### src/rtl/core/psm_pkg.sv
// Shared types, constants and signature table for the packet URI signature matcher.
`timescale 1ns / 1ps

package psm_pkg;

  // Bytes held behind the current one, and the compare span including it.
  localparam int WINDOW_DEPTH = 36;
  localparam int TAIL_LEN     = WINDOW_DEPTH + 1;
  localparam int TAIL_W       = TAIL_LEN * 8;

  // Byte counter width; it saturates at its all-ones value.
  localparam int POS_W = 16;

  localparam int SIG_COUNT = 4;

  // Flag order: server-info, setupComplete, setup admin, oauth icon.
  localparam int SIG_SERVER_INFO = 0;
  localparam int SIG_SETUP_DONE  = 1;
  localparam int SIG_SETUP_ADMIN = 2;
  localparam int SIG_OAUTH_ICON  = 3;

  localparam int SIG_LEN [SIG_COUNT] = '{19, 19, 32, 37};

  // Each string sits right-justified, so byte j from the bottom is the
  // character j places before the end of the signature.
  localparam logic [TAIL_W-1:0] SIG_TEXT [SIG_COUNT] = '{
    "/server-info.action",
    "setupComplete=false",
    "/setup/setupadministrator.action",
    "/plugins/servlet/oauth/users/icon-uri"
  };

  localparam int DEFAULT_SCAN_BYTES      = 512;
  localparam int DEFAULT_MAX_PATTERN_LEN = 48;

  localparam logic [1:0] VERDICT_NONE        = 2'd0;
  localparam logic [1:0] VERDICT_SERVER_INFO = 2'd1;
  localparam logic [1:0] VERDICT_SETUP_ADMIN = 2'd2;
  localparam logic [1:0] VERDICT_OAUTH_ICON  = 2'd3;

  // Current byte in the lowest byte, older bytes above it.
  typedef logic [TAIL_W-1:0] tail_t;
  typedef logic [SIG_COUNT-1:0] sig_flags_t;

endpackage

### src/rtl/core/psm_window.sv
// Shift register of the most recent packet bytes, presented with the current byte.
`timescale 1ns / 1ps

module psm_window (
  input  logic           clk,
  input  logic           shift_en,
  input  logic [7:0]     data_byte,
  output psm_pkg::tail_t tail
);
  import psm_pkg::*;

  logic [7:0] window [WINDOW_DEPTH];

  // Stale bytes from an earlier packet are never compared: the matcher
  // requires enough bytes of the current packet first.
  always_ff @(posedge clk) begin
    if (shift_en) begin
      window[0] <= data_byte;
      for (int k = 1; k < WINDOW_DEPTH; k++) begin
        window[k] <= window[k-1];
      end
    end
  end

  always_comb begin
    tail[7:0] = data_byte;
    for (int k = 0; k < WINDOW_DEPTH; k++) begin
      tail[8*(k+1) +: 8] = window[k];
    end
  end

endmodule

### src/rtl/core/psm_sig_match.sv
// Parallel compare of the four signatures against the bytes ending at the current one.
`timescale 1ns / 1ps

module psm_sig_match #(
  parameter int SCAN_BYTES      = psm_pkg::DEFAULT_SCAN_BYTES,
  parameter int MAX_PATTERN_LEN = psm_pkg::DEFAULT_MAX_PATTERN_LEN
) (
  input  psm_pkg::tail_t               tail,
  input  logic [psm_pkg::POS_W-1:0]    position,
  output psm_pkg::sig_flags_t          hit
);
  import psm_pkg::*;

  localparam int CMP_W = POS_W + 1;

  logic [CMP_W-1:0] pos_ext;
  logic             in_scan;
  sig_flags_t       text_eq;

  assign pos_ext = {1'b0, position};
  assign in_scan = pos_ext < CMP_W'(SCAN_BYTES);

  always_comb begin
    for (int s = 0; s < SIG_COUNT; s++) begin
      text_eq[s] = 1'b1;
      for (int j = 0; j < TAIL_LEN; j++) begin
        if (j < SIG_LEN[s] && tail[8*j +: 8] != SIG_TEXT[s][8*j +: 8]) begin
          text_eq[s] = 1'b0;
        end
      end
    end
  end

  // A match needs the whole signature inside this packet and must start
  // below the end of the scan region less the longest pattern.
  for (genvar g = 0; g < SIG_COUNT; g++) begin : g_sig
    localparam int FIRST_POS = SIG_LEN[g] - 1;
    localparam int END_POS   = SCAN_BYTES - MAX_PATTERN_LEN + SIG_LEN[g] - 1;
    assign hit[g] = text_eq[g] && in_scan
                    && (pos_ext >= CMP_W'(FIRST_POS))
                    && (pos_ext < CMP_W'(END_POS));
  end

endmodule

### src/rtl/core/packet_uri_signature_matcher.sv
// Top level of the packet URI signature matcher: input stage, packet state and verdict output.
`timescale 1ns / 1ps

// Packet bytes enter one item per cycle on the slave stream, with tlast on
// the final byte and tuser set for inbound HTTP packets. Each item is held in
// an input register, compared combinationally against four fixed signatures
// by parallel byte comparators over a 37-byte window, and on the last byte of an
// HTTP packet one verdict item is loaded into the output register. A byte is accepted
// every cycle while the output side takes results; a verdict is offered from the
// output register after its last byte leaves the input register. Only the first
// SCAN_BYTES bytes are scanned, and a match must start before SCAN_BYTES - MAX_PATTERN_LEN.
// Verdicts: 1 server-info with setupComplete=false, 2 setup admin URI,
// 3 oauth icon URI, 0 none, in that priority. Non-HTTP packets give no item.
module packet_uri_signature_matcher #(
  parameter int SCAN_BYTES      = psm_pkg::DEFAULT_SCAN_BYTES,
  parameter int MAX_PATTERN_LEN = psm_pkg::DEFAULT_MAX_PATTERN_LEN
) (
  input  logic       clk,
  input  logic       rst,
  input  logic       s_tvalid,
  output logic       s_tready,
  input  logic [7:0] s_tdata,   // [7:0] data_byte
  input  logic       s_tlast,   // last_byte
  input  logic       s_tuser,   // [0] http_inbound
  output logic       m_tvalid,
  input  logic       m_tready,
  output logic [7:0] m_tdata    // [1:0] verdict, [7:2] zero
);
  import psm_pkg::*;

  logic             in_vld;
  logic [7:0]       in_byte;
  logic             in_last;
  logic             in_http;
  logic             advance;

  logic [POS_W-1:0] byte_position;
  logic [POS_W-1:0] byte_position_next;
  sig_flags_t       found_flags;
  sig_flags_t       found_flags_next;
  sig_flags_t       hit;
  sig_flags_t       seen;
  tail_t            tail;

  logic             out_vld;
  logic [1:0]       out_verdict;
  logic [1:0]       verdict_next;

  // The held item moves on when the output register is free or emptying.
  assign advance  = in_vld && (!out_vld || m_tready);
  assign s_tready = !in_vld || advance;

  always_ff @(posedge clk) begin
    if (rst) begin
      in_vld <= 1'b0;
    end else if (s_tready) begin
      in_vld <= s_tvalid;
    end
  end

  always_ff @(posedge clk) begin
    if (s_tready && s_tvalid) begin
      in_byte <= s_tdata;
      in_last <= s_tlast;
      in_http <= s_tuser;
    end
  end

  psm_window u_window (
    .clk       (clk),
    .shift_en  (advance),
    .data_byte (in_byte),
    .tail      (tail)
  );

  psm_sig_match #(
    .SCAN_BYTES      (SCAN_BYTES),
    .MAX_PATTERN_LEN (MAX_PATTERN_LEN)
  ) u_sig_match (
    .tail     (tail),
    .position (byte_position),
    .hit      (hit)
  );

  assign seen = found_flags | hit;

  always_comb begin
    if (seen[SIG_SERVER_INFO] && seen[SIG_SETUP_DONE]) begin
      verdict_next = VERDICT_SERVER_INFO;
    end else if (seen[SIG_SETUP_ADMIN]) begin
      verdict_next = VERDICT_SETUP_ADMIN;
    end else if (seen[SIG_OAUTH_ICON]) begin
      verdict_next = VERDICT_OAUTH_ICON;
    end else begin
      verdict_next = VERDICT_NONE;
    end
  end

  always_comb begin
    byte_position_next = byte_position;
    found_flags_next   = found_flags;
    if (advance) begin
      if (in_last) begin
        byte_position_next = '0;
        found_flags_next   = '0;
      end else begin
        found_flags_next = seen;
        if (byte_position != {POS_W{1'b1}}) begin
          byte_position_next = byte_position + POS_W'(1);
        end
      end
    end
  end

  always_ff @(posedge clk) begin
    if (rst) begin
      byte_position <= '0;
      found_flags   <= '0;
    end else begin
      byte_position <= byte_position_next;
      found_flags   <= found_flags_next;
    end
  end

  always_ff @(posedge clk) begin
    if (rst) begin
      out_vld <= 1'b0;
    end else if (advance && in_last && in_http) begin
      out_vld <= 1'b1;
    end else if (m_tready) begin
      out_vld <= 1'b0;
    end
  end

  always_ff @(posedge clk) begin
    if (advance && in_last && in_http) begin
      out_verdict <= verdict_next;
    end
  end

  assign m_tvalid = out_vld;
  assign m_tdata  = {6'b0, out_verdict};

`ifndef SYNTHESIS
  a_end_clears: assert property (@(posedge clk) disable iff (rst)
    advance && in_last |=> byte_position == '0 && found_flags == '0)
    else $error("packet state not cleared after last byte");

  a_count_step: assert property (@(posedge clk) disable iff (rst)
    advance && !in_last && byte_position != {POS_W{1'b1}}
    |=> byte_position == $past(byte_position) + POS_W'(1))
    else $error("byte count did not advance");

  a_no_result_non_http: assert property (@(posedge clk) disable iff (rst)
    advance && in_last && !in_http |=> !m_tvalid)
    else $error("result produced for a non-HTTP packet");

  a_stall_blocks_input: assert property (@(posedge clk) disable iff (rst)
    in_vld && out_vld && !m_tready |-> !s_tready)
    else $error("input accepted while held item is blocked");
`endif

endmodule

### config.mk
export PLATFORM = sky130hd
export DESIGN_NAME = packet_uri_signature_matcher
export DESIGN_NICKNAME = d
export VERILOG_FILES = /design/src/rtl/core/psm_pkg.sv /design/src/rtl/core/psm_window.sv /design/src/rtl/core/psm_sig_match.sv /design/src/rtl/core/packet_uri_signature_matcher.sv
export SDC_FILE = /design/constraint.sdc
export NUM_CORES = 1
export LEC_CHECK = 0
export BUFFER_PORTS_ARGS = -buffer_cell sky130_fd_sc_hd__buf_2
export CORE_ASPECT_RATIO = 1.2
export CORE_MARGIN = 2
export CORE_UTILIZATION = 54
export DETAILED_ROUTE_END_ITERATION = 7
export PLACE_DENSITY = 0.7
export SETUP_SLACK_MARGIN = 0.02
export SYNTH_ARGS = -nofsm -noshare
export SYNTH_HDL_FRONTEND = slang
export SYNTH_HIERARCHICAL = 1
export SYNTH_SLANG_ARGS = --single-unit
### constraint.sdc
create_clock -name clk -period 10.9 [get_ports clk]
set_input_delay 1.09 -clock clk [delete_from_list [all_inputs] [get_ports clk]]
set_output_delay 1.09 -clock clk [all_outputs]
set_load 0.005 [all_outputs]
==> out/results.tsv <==
metric	value	unit
clockBufferDepth	3	
postCtsHoldBufs	0	
clk_latency	0.55	ns
port_buffers	17	
regArea	9450	um^2
cp.arrival	3.21	ns
synth_edf_count	300	
netlist_top_cells_count	300 x edfxtp_1, 27 x nand4b_1, 22 x dfxtp_1, 22 x nor2_1, 21 x nand4_1	
yosys.area.top_type_share	76.6	%
drc	0	
tns	0	ns
timing.rr.start	u_window/window[1][18]	
crit_path_start	m_tready	
worst_path_max_delay_cell	buf_4	
die_y	166	um
p_leak	0.00408	uW
power	2470	uW
post_drt_wl_per_cell	23.1	um
ys_warn_count	6	
route.vias.total	6172	
hold_viol	0	
crit_buf_inv	3	
htree_levels	1	
num_rows	59	
skew	0.0143	ns
slew_headroom	29.9	%
fp.dieArea	23000	um^2
grt_pass1_vias	6111	
netlist_instances	647	
power.density	189	nW/um^2
rsz0062_at_grt	false	
synth.avg_cell_area	18.2	um^2
critPathLaunchType	primary input	
dr.pass1.iters	5	
finalSetupViolCount	0	
critical_path.max_fanout	133	
netlist_top_cells_area	edfxtp_1 77%, dfxtp_1 3.7%, nand4b_1 2.0%	
path_class	primary input to register	
hp-class	register to register	
timing.final.crit_period	3.05	ns
post_cts_buffers	0	
cts_resized	0	
grt_max_degree	134	
yosysTopAreaCell	edfxtp_1	
path_delay_family	buffers and inverters	
synthArstFlopShare	0	%
cpPeakStageDelay	0.96	ns
synth_most_common_cell	edfxtp_1	
yosysUniqueCellTypes	59	
clock-sinks	322	
worstSetupEndpointType	register	
gp_congestion	0.841	
drv_cap	0	
dp_cells	927	
drt_iter0_markers	683	
fin_nets	700	
stdcell_count	979	
vias_per_cell	6.30	
cts_tree	done	
diodes	0	
numCtsBuffers	30	
die_w	139	um
fill_cells	1537	
status	finished, final reports clean	
wl	22600	um
peakVddDrop	0.167	mV
hp-start	u_window/window[0][15]	
crit_chain	buf_2, nand2b_1, nand2_1, inv_8, buf_4	
fin_crit_sh	28.0	%
start_util	54.6	%
multi_input_area	2180	um^2
drive_above_1_share	10.9	%
synth-seq-cells	322	
pin_count	24	
finalMaxSlewViolations	0	
antenna_found_initial	0	
tightestPinTransition	1.05	ns
cts-root-buf	clkbuf_16	
fmax	328	MHz
syn_area	11800	um^2
ant_nets	0	
grt_pass1_wl	34700	um
crit_required	11.07	ns
area_growth_syn_to_layout	10.7	%
hpwl	15100	um
seq_area_frac_synth	80.3	%
overflow	0	
core	21600	um^2
ys.flop_type	edfxtp_1	
clk_pin_slew_worst_paths	0.07	ns
grt_use_total	19.4	%
## through the flow
stage               instance area [um^2]  hold slack [ns]  util (%)  setup slack, ns
finish                             13000            0.434      60.4             7.85
global route                       13000            0.441      60.4             7.65
CTS                                13000            0.441      60.4             7.91
detailed placement                 12100            0.423      56.2             7.33
global placement                   12100            0.422      56.2             7.40
floorplan                          11800            0.415         -             1.51
## flip-flops by register name, summed over array words and instances (netlist names)
register         flops
byte_position       16
u_window/window    288
in_http              1
in_byte              8
out_verdict          2
in_last              1
in_vld               1
found_flags          4
m_tvalid             1
## routing by layer
layer	GRT usage (%)	part of all wire, %
met1	27.0	41
met2	32.0	49
met3	2.78	6.6
met4	6.90	3.3
met5	0	0
## worst paths after layout
| check | cells after the start | slack [ns] | end |
|---|---|---|---|
| setup / recovery | 5 | 7.85 | u_window/window[1][19] |
| hold / removal | 0 | 0.43 | u_window/window[0][23] |
| setup reg to reg | 7 | 7.97 | out_verdict[0] |
| hold reg to reg | 0 | 0.43 | u_window/window[0][23] |
## power breakdown
group	leakage (uW)	internal, uW	switching, uW
Combinational	0.000634	11.9	31.5
Clock	0.000447	553	431
Sequential	0.00300	1410	33.7
## logic make-up (layout without fill, tap and decap cells)
| family | Yosys count | count (layout) | share of synthesized area (%) |
|---|---|---|---|
| flip-flops | 322 | 322 | 80.3 |
| AND/OR/NAND/NOR | 246 | 246 | 15.2 |
| AO/OA/AOI/OAI | 52 | 52 | 2.98 |
| buffers and inverters | 24 | 77 | 1.29 |
| adder cells (fa/ha/maj) | 1 | 1 | 0.106 |
| other | 1 | 6 | 0.0319 |
| multiplexers | 1 | 1 | 0.0851 |
## layout make-up
type,count,area share [%]
Sequential cell,322,72.5
Multi-Input combinational cell,306,16.7
Clock inverter,14,0.778
Tap cell,274,2.63
Inverter,6,0.231
Timing Repair Buffer,19,0.768
Clock buffer,38,6.31
## cells in the final DEF, fill, tap and decap left out, drive strengths merged, types with 7 or more instances in the layout
| master | count |
|---|---|
| edfxtp | 300 |
| clkbuf | 38 |
| nand4b | 27 |
| nand4 | 25 |
| nor2 | 22 |
| dfxtp | 22 |
| nor4 | 22 |
| nand2 | 20 |
| buf | 19 |
| nor4bb | 17 |
| nand3 | 17 |
| a31oi | 16 |
| nor4b | 16 |
| nor3 | 14 |
| clkinv | 10 |
| nand2b | 9 |
| o21ai | 9 |
| and4b | 8 |
| a21oi | 7 |
No activity file was read; power rests on OpenSTA's default activity.
